--- config.mk ---
export PLATFORM = sky130hd
export DESIGN_NAME = scatter_gather_copy_planner_top
export DESIGN_NICKNAME = d
export VERILOG_FILES = /design/src/sgcp_pkg.sv /design/src/sgcp_core.sv /design/src/scatter_gather_copy_planner_top.sv
export SDC_FILE = /design/constraint.sdc
export NUM_CORES = 2
export LEC_CHECK = 0
export BUFFER_PORTS_ARGS = -buffer_cell sky130_fd_sc_hd__buf_2
export CORE_ASPECT_RATIO = 1.2
export CORE_MARGIN = 3
export CORE_UTILIZATION = 30
export CTS_CLUSTER_SIZE = 28
export DETAILED_ROUTE_END_ITERATION = 7
export PLACE_DENSITY = 0.41
export SKIP_CTS_REPAIR_TIMING = 1
export SYNTH_ARGS = -nofsm -noshare
export SYNTH_HDL_FRONTEND = slang
export SYNTH_SLANG_ARGS = --single-unit
--- constraint.sdc ---
create_clock -name clock -period 17.6 [get_ports clock]
set_input_delay 3.52 -clock clock [delete_from_list [all_inputs] [get_ports clock]]
set_output_delay 3.52 -clock clock [all_outputs]
set_load 0.1 [all_outputs]
--- src/sgcp_pkg.sv ---
`default_nettype none
// ----------------------------------------------------------------------------
// Scatter-gather copy planner package
// Item types, input kind codes and register indexes shared by the planner.
// ----------------------------------------------------------------------------
package sgcp_pkg;

   localparam int unsigned ADDR_W  = 48;
   localparam int unsigned LEN_W   = 24;
   localparam int unsigned COUNT_W = 31;
   localparam int unsigned KIND_W  = 3;
   localparam int unsigned CSR_IDX_W = 1;

   typedef enum logic [KIND_W-1:0] {
      KIND_SRC_SEG = 3'd0,
      KIND_DST_SEG = 3'd1,
      KIND_SRC_END = 3'd2,
      KIND_DST_END = 3'd3,
      KIND_START   = 3'd4
   } kind_type;

   typedef enum logic [CSR_IDX_W-1:0] {
      CSR_SKIP_BYTES = 1'd0,
      CSR_BYTE_COUNT = 1'd1
   } csr_index_type;

   typedef struct packed {
      logic [KIND_W-1:0] kind;
      logic [ADDR_W-1:0] seg_addr;
      logic [LEN_W-1:0]  seg_len;
   } req_type;

   typedef struct packed {
      logic               copy_valid;
      logic [ADDR_W-1:0]  copy_src_addr;
      logic [ADDR_W-1:0]  copy_dst_addr;
      logic [LEN_W-1:0]   copy_size;
      logic               need_src;
      logic               need_dst;
      logic               done_res;
      logic [COUNT_W-1:0] bytes_copied;
      logic               error;
   } rsp_type;

   typedef struct packed {
      logic [COUNT_W-1:0] skip_bytes;
      logic [COUNT_W-1:0] byte_count;
   } cfg_type;

endpackage
`default_nettype wire

--- src/sgcp_core.sv ---
`default_nettype none
// ----------------------------------------------------------------------------
// Scatter-gather copy planner core
// Holds the segment and transfer state and computes the result of one item.
// ----------------------------------------------------------------------------
module sgcp_core (
   input  wire logic             clock,
   input  wire logic             reset,
   input  wire logic             fire,
   input  wire sgcp_pkg::req_type item,
   input  wire sgcp_pkg::cfg_type cfg,
   output sgcp_pkg::rsp_type     result
);
   import sgcp_pkg::*;

   logic [ADDR_W-1:0]  src_cursor_ff, src_cursor_in;
   logic [LEN_W-1:0]   src_left_ff, src_left_in;
   logic               src_held_ff, src_held_in;
   logic [ADDR_W-1:0]  dst_cursor_ff, dst_cursor_in;
   logic [LEN_W-1:0]   dst_left_ff, dst_left_in;
   logic               dst_held_ff, dst_held_in;
   logic [COUNT_W-1:0] remaining_ff, remaining_in;
   logic [COUNT_W-1:0] skip_left_ff, skip_left_in;
   logic [COUNT_W-1:0] issued_ff, issued_in;
   logic               finished_ff, finished_in;

   logic               err;
   logic               cv;
   logic [LEN_W-1:0]   seg_min;
   logic [LEN_W-1:0]   csize;
   logic [ADDR_W-1:0]  csrc;
   logic [ADDR_W-1:0]  cdst;

   always_comb begin
      src_cursor_in = src_cursor_ff;
      src_left_in   = src_left_ff;
      src_held_in   = src_held_ff;
      dst_cursor_in = dst_cursor_ff;
      dst_left_in   = dst_left_ff;
      dst_held_in   = dst_held_ff;
      remaining_in  = remaining_ff;
      skip_left_in  = skip_left_ff;
      issued_in     = issued_ff;
      finished_in   = finished_ff;
      err           = 1'b0;
      cv            = 1'b0;
      seg_min       = '0;
      csize         = '0;
      csrc          = '0;
      cdst          = '0;

      unique case (item.kind)
         KIND_START: begin
            src_held_in   = 1'b0;
            dst_held_in   = 1'b0;
            src_cursor_in = '0;
            src_left_in   = '0;
            dst_cursor_in = '0;
            dst_left_in   = '0;
            remaining_in  = cfg.byte_count;
            skip_left_in  = cfg.skip_bytes;
            issued_in     = '0;
            finished_in   = (cfg.byte_count == '0);
         end
         KIND_SRC_SEG: begin
            if (finished_ff || src_held_ff) begin
               err = 1'b1;
            end else if (skip_left_ff >= {{(COUNT_W-LEN_W){1'b0}}, item.seg_len}) begin
               skip_left_in = skip_left_ff - {{(COUNT_W-LEN_W){1'b0}}, item.seg_len};
            end else begin
               src_cursor_in = item.seg_addr + {{(ADDR_W-COUNT_W){1'b0}}, skip_left_ff};
               src_left_in   = item.seg_len - skip_left_ff[LEN_W-1:0];
               skip_left_in  = '0;
               src_held_in   = 1'b1;
            end
         end
         KIND_DST_SEG: begin
            if (finished_ff || dst_held_ff) begin
               err = 1'b1;
            end else if (item.seg_len != '0) begin
               dst_cursor_in = item.seg_addr;
               dst_left_in   = item.seg_len;
               dst_held_in   = 1'b1;
            end
         end
         KIND_SRC_END: begin
            if (finished_ff || src_held_ff) begin
               err = 1'b1;
            end else begin
               finished_in = 1'b1;
               src_held_in = 1'b0;
               dst_held_in = 1'b0;
            end
         end
         KIND_DST_END: begin
            if (finished_ff || dst_held_ff) begin
               err = 1'b1;
            end else begin
               finished_in = 1'b1;
               src_held_in = 1'b0;
               dst_held_in = 1'b0;
            end
         end
         default: begin
            err = 1'b1;
         end
      endcase

      if (!err && !finished_in && src_held_in && dst_held_in) begin
         cv      = 1'b1;
         seg_min = (src_left_in < dst_left_in) ? src_left_in : dst_left_in;
         csize   = (remaining_in < {{(COUNT_W-LEN_W){1'b0}}, seg_min}) ?
                   remaining_in[LEN_W-1:0] : seg_min;
         csrc    = src_cursor_in;
         cdst    = dst_cursor_in;
         src_cursor_in = src_cursor_in + {{(ADDR_W-LEN_W){1'b0}}, csize};
         dst_cursor_in = dst_cursor_in + {{(ADDR_W-LEN_W){1'b0}}, csize};
         src_left_in   = src_left_in - csize;
         dst_left_in   = dst_left_in - csize;
         if (src_left_in == '0) begin
            src_held_in = 1'b0;
         end
         if (dst_left_in == '0) begin
            dst_held_in = 1'b0;
         end
         remaining_in = remaining_in - {{(COUNT_W-LEN_W){1'b0}}, csize};
         issued_in    = issued_ff + {{(COUNT_W-LEN_W){1'b0}}, csize};
         if (remaining_in == '0) begin
            finished_in = 1'b1;
            src_held_in = 1'b0;
            dst_held_in = 1'b0;
         end
      end
   end

   always_comb begin
      result.copy_valid    = cv;
      result.copy_src_addr = csrc;
      result.copy_dst_addr = cdst;
      result.copy_size     = csize;
      result.need_src      = !finished_in && !src_held_in;
      result.need_dst      = !finished_in && !dst_held_in;
      result.done_res      = finished_in;
      result.bytes_copied  = issued_in;
      result.error         = err;
   end

   always_ff @(posedge clock) begin
      if (reset) begin
         src_cursor_ff <= '0;
         src_left_ff   <= '0;
         src_held_ff   <= 1'b0;
         dst_cursor_ff <= '0;
         dst_left_ff   <= '0;
         dst_held_ff   <= 1'b0;
         remaining_ff  <= '0;
         skip_left_ff  <= '0;
         issued_ff     <= '0;
         finished_ff   <= 1'b1;
      end else if (fire) begin
         src_cursor_ff <= src_cursor_in;
         src_left_ff   <= src_left_in;
         src_held_ff   <= src_held_in;
         dst_cursor_ff <= dst_cursor_in;
         dst_left_ff   <= dst_left_in;
         dst_held_ff   <= dst_held_in;
         remaining_ff  <= remaining_in;
         skip_left_ff  <= skip_left_in;
         issued_ff     <= issued_in;
         finished_ff   <= finished_in;
      end
   end

endmodule
`default_nettype wire

--- src/scatter_gather_copy_planner_top.sv ---
`default_nettype none
// ----------------------------------------------------------------------------
// Scatter-gather copy planner
// Pairs source and destination segment descriptors into copy commands.
//
//   Port group   Direction   Handshake           Carries
//   req_*        in          req_valid/stall     one descriptor or control item
//   rsp_*        out         rsp_valid/stall     one result per item
//   csr_*        in          csr_we              skip_bytes, byte_count
//
// Each item passes an input register and then the result register before its
// result appears on rsp. One item per cycle is sustained while rsp is not
// stalled; the per-item state update is combinational compare, subtract and
// add logic. Reset is synchronous and leaves the planner finished until a
// start item. A stalled result holds the input register, which then stalls
// req.
// ----------------------------------------------------------------------------
module scatter_gather_copy_planner_top (
   input  wire logic                                clock,
   input  wire logic                                reset,
   input  wire logic                                req_valid,
   output logic                                     req_stall,
   input  wire sgcp_pkg::req_type                   req_data,
   output logic                                     rsp_valid,
   input  wire logic                                rsp_stall,
   output sgcp_pkg::rsp_type                        rsp_data,
   input  wire logic                                csr_we,
   input  wire logic [sgcp_pkg::CSR_IDX_W-1:0]      csr_index,
   input  wire logic [sgcp_pkg::COUNT_W-1:0]        csr_wdata
);
   import sgcp_pkg::*;

   logic    in_valid_ff, in_valid_in;
   req_type in_item_ff;
   logic    out_valid_ff, out_valid_in;
   rsp_type out_data_ff;
   cfg_type cfg_ff, cfg_in;
   rsp_type step_result;
   logic    out_ready;
   logic    advance;
   logic    req_take;

   assign out_ready = !out_valid_ff || !rsp_stall;
   assign advance   = in_valid_ff && out_ready;
   assign req_stall = in_valid_ff && !out_ready;
   assign req_take  = req_valid && !req_stall;
   assign rsp_valid = out_valid_ff;
   assign rsp_data  = out_data_ff;

   always_comb begin
      in_valid_in = in_valid_ff;
      if (req_take) begin
         in_valid_in = 1'b1;
      end else if (advance) begin
         in_valid_in = 1'b0;
      end
      out_valid_in = out_valid_ff;
      if (advance) begin
         out_valid_in = 1'b1;
      end else if (!rsp_stall) begin
         out_valid_in = 1'b0;
      end
      cfg_in = cfg_ff;
      if (csr_we) begin
         unique case (csr_index_type'(csr_index))
            CSR_SKIP_BYTES: cfg_in.skip_bytes = csr_wdata;
            CSR_BYTE_COUNT: cfg_in.byte_count = csr_wdata;
            default: cfg_in = cfg_ff;
         endcase
      end
   end

   sgcp_core u_core (
      .clock  (clock),
      .reset  (reset),
      .fire   (advance),
      .item   (in_item_ff),
      .cfg    (cfg_ff),
      .result (step_result)
   );

   always_ff @(posedge clock) begin
      if (reset) begin
         in_valid_ff  <= 1'b0;
         out_valid_ff <= 1'b0;
         cfg_ff       <= '0;
      end else begin
         in_valid_ff  <= in_valid_in;
         out_valid_ff <= out_valid_in;
         cfg_ff       <= cfg_in;
      end
   end

   always_ff @(posedge clock) begin
      if (req_take) begin
         in_item_ff <= req_data;
      end
      if (advance) begin
         out_data_ff <= step_result;
      end
   end

`ifndef SYNTHESIS
   a_copy_not_error: assert property (@(posedge clock) disable iff (reset)
      rsp_valid && rsp_data.copy_valid |-> !rsp_data.error)
      else $error("copy command issued on an unexpected item");

   a_copy_nonzero: assert property (@(posedge clock) disable iff (reset)
      rsp_valid && rsp_data.copy_valid |-> rsp_data.copy_size != '0)
      else $error("copy command of zero bytes");

   a_done_no_need: assert property (@(posedge clock) disable iff (reset)
      rsp_valid && rsp_data.done_res |-> !rsp_data.need_src && !rsp_data.need_dst)
      else $error("finished transfer still asks for segments");

   a_stall_holds_input: assert property (@(posedge clock) disable iff (reset)
      req_stall |-> in_valid_ff && out_valid_ff)
      else $error("request stalled without a full pipeline");
`endif

endmodule
`default_nettype wire
[Word-level counts from Yosys, hierarchy flattened]
Index checks and enable logic that the tools add are counted.
Cells by class
  $lt $le $gt $ge: 3
  bitwise gates (word level): 1
  add/sub/neg operators: 9
  multiplexer cells: 54
  reductions and logical operators: 33
  equal/unequal tests: 6
Operators with widths (count)
  $mux W48: 6
  $mux W24: 8
  $pmux W48 S2: 2
  $mux W31: 6
  $add A48 B24 Y48: 2
  $pmux W24 S2: 2
  $sub A24 B24 Y24: 3
  $logic_not A31 Y1: 2
  $pmux W31 S2: 1
  $sub A31 B24 Y31: 2
  $add A48 B31 Y48: 1
  $logic_not A24 Y1: 2
  $add A31 B24 Y31: 1
  $ge A31 B24 Y1: 1
  $lt A31 B24 Y1: 1
  $mux W1: 25
  $lt A24 B24 Y1: 1
  $reduce_bool A24 Y1: 1
  $logic_not A1 Y1: 9
  $logic_and A1 B1 Y1: 8
  $pmux W1 S4: 2
  $eq A3 B2 Y1 const B: 2
  $pmux W1 S3: 2
  $reduce_and A2 Y1: 2
  10 further kinds: 14
Storage, ports and cells
  input port bits: 112
  bits in registers: 535

[Logic depth before layout (Yosys ltp)]
  word-level depth: 15
  mapped depth: 74
  gate-level depth less buffers: 65

[Cells and area by module]
A second synthesis with hierarchy kept.
Unflattened totals
  cell total of the unflattened synthesis: 4658
  area total of the unflattened synthesis: 38401.8 um^2
Modules (own cells, without submodules)
  sgcp_core: instances 1, cells each 4179, area each 28806.4 um^2
  scatter_gather_copy_planner_top: instances 1, cells each 479, area each 9595.5 um^2

[Worst setup path after synthesis]
No wires, ideal clock.
  path type: reg-to-reg
  from: register in_item_ff[3] (netlist bit)
  to: register u_core.src_cursor_ff[46]
  cell stages (with the launch flop): 69
  data required time: 17.478 ns
  slack: 3.143 ns
  clock period less this slack: 14.457 ns
  library setup time: 0.122 ns
  buffers on the path: 16
  arrival time: 14.335 ns
  cells stage by stage: edfxtp_1 -> inv_1 -> ha_1 -> buf_2 -> nand4_1 -> a21oi_1 -> o311ai_2 -> a2111o_1 -> a31oi_2 -> buf_2 -> buf_1 -> clkbuf_1 -> clkbuf_1 -> clkbuf_1 -> nand2_1 -> o21ai_0 -> ha_1 -> a31o_2 -> [33 not listed] -> o21bai_1 -> a21oi_1 -> o21bai_1 -> a21oi_1 -> o21bai_1 -> a21oi_1 -> o21bai_1 -> a21oi_1 -> o21bai_1 -> a21oi_1 -> o21ai_0 -> a311o_1 -> nor4b_1 -> nand3b_1 -> nor2_1 -> nand3b_1 -> mux2i_1 -> a311o_1
On the way
  word-level cells in the longest chain between the ends: 10
  elaborated cells on any way between the ends: 26
RTL lines
  from (decl): line scatter_gather_copy_planner_top.sv:34  | req_type in_item_ff;
  from (signal assigned): line scatter_gather_copy_planner_top.sv:96  | in_item_ff <= req_data;
  $ge A31 B24 Y1 (tied with other cells): line sgcp_core.sv:68  | end else if (skip_left_ff >= {{(COUNT_W-LEN_W){1'b0}}, item.seg_len}) begin
  $mux W24 (on tied branches): line sgcp_core.sv:68, sgcp_core.sv:80
  $mux W24 (on tied branches): line sgcp_core.sv:66, sgcp_core.sv:78
  $pmux W24 S2: line sgcp_core.sv:52  | unique case (item.kind)
  $lt A24 B24 Y1: line sgcp_core.sv:111  | seg_min = (src_left_in < dst_left_in) ? src_left_in : dst_left_in;
  $mux W24: line sgcp_core.sv:111
  $lt A31 B24 Y1: line sgcp_core.sv:112  | csize = (remaining_in < {{(COUNT_W-LEN_W){1'b0}}, seg_min}) ?
  $mux W24: line sgcp_core.sv:112
  $add A48 B24 Y48: line sgcp_core.sv:116  | src_cursor_in = src_cursor_in + {{(ADDR_W-LEN_W){1'b0}}, csize};
  $mux W48 *: line sgcp_core.sv:109  | if (!err && !finished_in && src_held_in && dst_held_in) begin
  to (signal assigned): line sgcp_core.sv:161  | src_cursor_ff <= src_cursor_in;
  to (decl): line sgcp_core.sv:16  | logic [ADDR_W-1:0] src_cursor_ff, src_cursor_in;
Every way passes the cells marked *; elsewhere a longest branch is shown, timed or not.
A chain may end at the register's enable or synchronous reset.

[Worst setup path in the final report]
  from: register in_item_ff[0] (netlist bit)
  to: register u_core.src_cursor_ff[45]
The elaborated chain is that of the path after synthesis.

==> metrics <==
ys flop type sky130_fd_sc_hd__dfxtp_1; via density per instance roughly 5.4; Worst Clk Skew about 0.037 ns; fraction of registers with async set/reset 0; HPWL after detailed placement 122,000 um; Reg area 13,000 um2; largest stage delay on the critical path 0.56 ns; length in cells of the worst reg-to-reg path 64; final max-slew violation count 0; number of cells on the worst hold path 2; Site Rows 140; crit path time final 15.35 ns; sequential group share of total power 0.320; clock insertion delay at the later pin of the skew report 0.68 ns; # placed instances between 6,000 and 7,000; number of warning messages in the yosys log 0; WS Path Type flop to flop; register area share after synthesis 0.350; final critical-path share of the clock period 0.872; number of nets in the layout 5,069; post-route insts no fill 6,445; post-route antenna net violation count 0; count of port buffers added during placement about 270; Power Density 101 nW/um2; Switching Share 0.385; MaxCap Viol Count 0; H-tree depth reported by CTS 3; Unique masters post-synth 109; initial antenna violation count 3; Max-Slew Margin vs Limit 0.212; mean routed wirelength per cell 25.0 um; area grow syn2layout 14.2%; highest layer used for signal routing met5; final setup vio count 0; placement-stage worst setup slack 2.40 ns; portion of total power attributed to the clock network 0.339; WP data arrival 15.93 ns; buffers from clock root to sink, at most 3; CP most frequent cell sky130_fd_sc_hd__a21oi_1; die outline height ~390 um; unrepaired setup endpoints after global routing false; pin count of the biggest net entering global routing 147; clk sink count about 540; switching power of the nets 0.00165 W; Mean Syn Cell Area between 8 and 9 um2; CP required 18.18 ns; Levels on crit path 64; WL met1 65,000 um; aggregate global routing overflow 0; slew of the pin with the lowest slew margin roughly 1.2 ns; result of the run completed; core area 122,000 um2; Clock Pin Slew Worst Setup and Hold Paths roughly 0.060 ns; highest ir drop seen on vdd 0.0000651 V; Syn Inst Count 4,618; global-route wire length before repair 233,000 um; cell at the root of the clock tree sky130_fd_sc_hd__clkbuf_16; standby leakage power 16.8 nW; Synth Register Bits 535; post-synthesis cell area 37,200 um2; number of fill cells between 10,000 and 15,000; Post-Synthesis Net Count slightly below 5,000; Worst Path Buf+Inv 5; total wire length 161,000 um; die area roughly 130,000 um2; met3 wire length 6300 um; detailed-route DRC error count 0; number of hold-slack violations in the final timing report 0; number of global-route vias before repair 34,000; class of the most critical hold timing path flop to flop; clock tree from TritonCTS built; share of layout cells above drive strength 1 0.114; maximum fanout count along the critical path 21; horizontal die dimension 327 um; total track usage 0.245; category of the worst setup path launch point flop; TritonCTS buffer count 68; slowest stage cell, crit path sky130_fd_sc_hd__nor4_1; Iter 0 DRT Violations between 2,000 and 3,000; kind of capture point of the worst setup path flop; worst path setup slack after routing ~2.2 ns; number of top-level pins 270; area taken by multi-input logic gates 22,200 um2; maximum clock frequency 65.1 MHz; final RePlAce weighted congestion 0.939; EDFF count, synth about 230; effective utilization at floorplan 0.304; Pre-Repair DR Iteration Count 5; utilization after layout 0.347; total via count after detailed routing 34,900; dominant delay contributor by cell family on the critical path compound AO/OA/AOI/OAI gates; cell-internal power ~0.0026 W; setup TNS 0 ns; routed wire length on met2 80,900 um; share of power burned in combinational logic 0.341
cell type report:
type	instances	area share
timing repair buffer	343	0.0459
multi-input combinational	3544	0.523
sequential	535	0.307
antenna	1	0.0000589
inverter	264	0.0236
clock inverter	36	0.00878
tap	1633	0.0481
clock buffer	89	0.0441
logic make-up (layout without fill, tap and decap cells):
| kind of cell | Yosys count | after routing | share of synthesized area |
|---|---|---|---|
| AND/OR/NAND/NOR | 1650 | 1650 | 0.203 |
| AO/OA/AOI/OAI | 1331 | 1331 | 0.232 |
| buffers and inverters | 539 | 732 | 0.0555 |
| flip-flops | 535 | 535 | 0.350 |
| XOR/XNOR | 257 | 257 | 0.0608 |
| adder cells (fa/ha/maj) | 244 | 244 | 0.0806 |
| multiplexers | 62 | 62 | 0.0176 |
| other | 0 | 1 | 0 |
flip-flops by register name (all words and copies together) (netlist names):
name                  cells
u_core.issued_ff         31
rsp_valid                 1
u_core.remaining_ff      31
u_core.dst_held_ff        1
u_core.src_left_ff       24
u_core.dst_cursor_ff     48
cfg_ff                   62
in_valid_ff               1
u_core.skip_left_ff      31
u_core.dst_left_ff       24
rsp_data                156
u_core.src_held_ff        1
in_item_ff               75
u_core.src_cursor_ff     48
u_core.finished_ff        1
layout by cell type, fill, tap and decap left out, drive strengths merged, types with 86 or more instances in the layout:
cell type  count
o21ai        204
buf          343
clkbuf        89
a21oi        474
ha           195
nor2         460
xnor2        192
and3          86
edfxtp       231
dfxtp        304
nand2        645
inv          267
a211oi        95
worst register-to-register path: cells and delay by family (launching register included):
family | cells | cell delay (ns)
buffers and inverters | 5 | 0.88
AND/OR/NAND/NOR | 16 | 3.02
XOR/XNOR | 1 | 0.40
adder cells (fa/ha/maj) | 5 | 1.57
flip-flops | 1 | 0.50
AO/OA/AOI/OAI | 35 | 8.12
multiplexers | 2 | 0.78
power by group through the flow:
| stage | combinational (W) | clock, W | sequential, W |
|---|---|---|---|
| after floorplan | 0.000915 | 0 | 0.00147 |
| after global placement | 0.00146 | 0 | 0.00140 |
| after detailed placement | 0.00145 | 0 | 0.00140 |
| after CTS | 0.00146 | 0.00150 | 0.00138 |
| after global routing | 0.00157 | 0.00155 | 0.00138 |
| final | 0.00146 | 0.00146 | 0.00138 |
Yosys cell counts, drive strengths merged (10+ instances only):
master	instances	area, um2
a22oi	70	531
a311o	10	100
and3	86	538
a21o	61	458
edfxtp	231	6940
a311oi	11	120
a22o	10	87.6
inv	261	980
o31ai	52	400
buf	48	220
nor2b	17	114
a221oi	12	124
nor3	85	442
maj3	43	437
xor2	65	569
ha	195	2440
nor2	460	1730
and2	31	194
a31oi	30	194
a211o	10	87.6
nand3b	17	128
nand4	39	244
nor4	39	244
nand2	645	2430
mux2i	54	564
or3	45	287
xnor2	192	1690
a211oi	95	713
nor3b	22	165
a21oi	474	2380
dfxtp	304	6090
nand2b	17	106
or2	22	140
clkbuf	227	852
o311ai	11	104
a2111oi	14	155
o21ai	204	1030
o21a	25	188
or4	28	218
o211ai	85	658
o21bai	66	495
nand3	81	410
stage by stage:
stage          total power [W]  cell area [um2]  hold WS, ns
2_1_floorplan          0.00238            37200        0.427
3_3_place_gp           0.00286            40200        0.435
3_5_place_dp           0.00285            40200        0.439
4_1_cts                0.00434            42400        0.447
5_1_grt                0.00450            42400        0.464
6_report               0.00430            42500        0.444
per-layer routing:
layer / GRT usage / vias up
met1: 0.286 / 16800
met3: 0.0264 / 247
met5: 0 / -
met4: 0.132 / 2
li1: - / 16900
met2: 0.438 / 935
path summary, 6_finish.rpt:
path	start	to	slack, ns
worst max-delay path	in_item_ff[0]$_DFFE_PP_	u_core.src_cursor_ff[45]$_SDFFE_PP0P_	2.25
worst min-delay path	u_core.dst_cursor_ff[41]$_SDFFE_PP0P_	u_core.dst_cursor_ff[41]$_SDFFE_PP0P_	0.44
worst max register to register	in_item_ff[0]$_DFFE_PP_	u_core.src_cursor_ff[45]$_SDFFE_PP0P_	2.25
worst min register to register	u_core.dst_cursor_ff[41]$_SDFFE_PP0P_	u_core.dst_cursor_ff[41]$_SDFFE_PP0P_	0.44
Note: power is estimated with default switching activity, not from simulation.
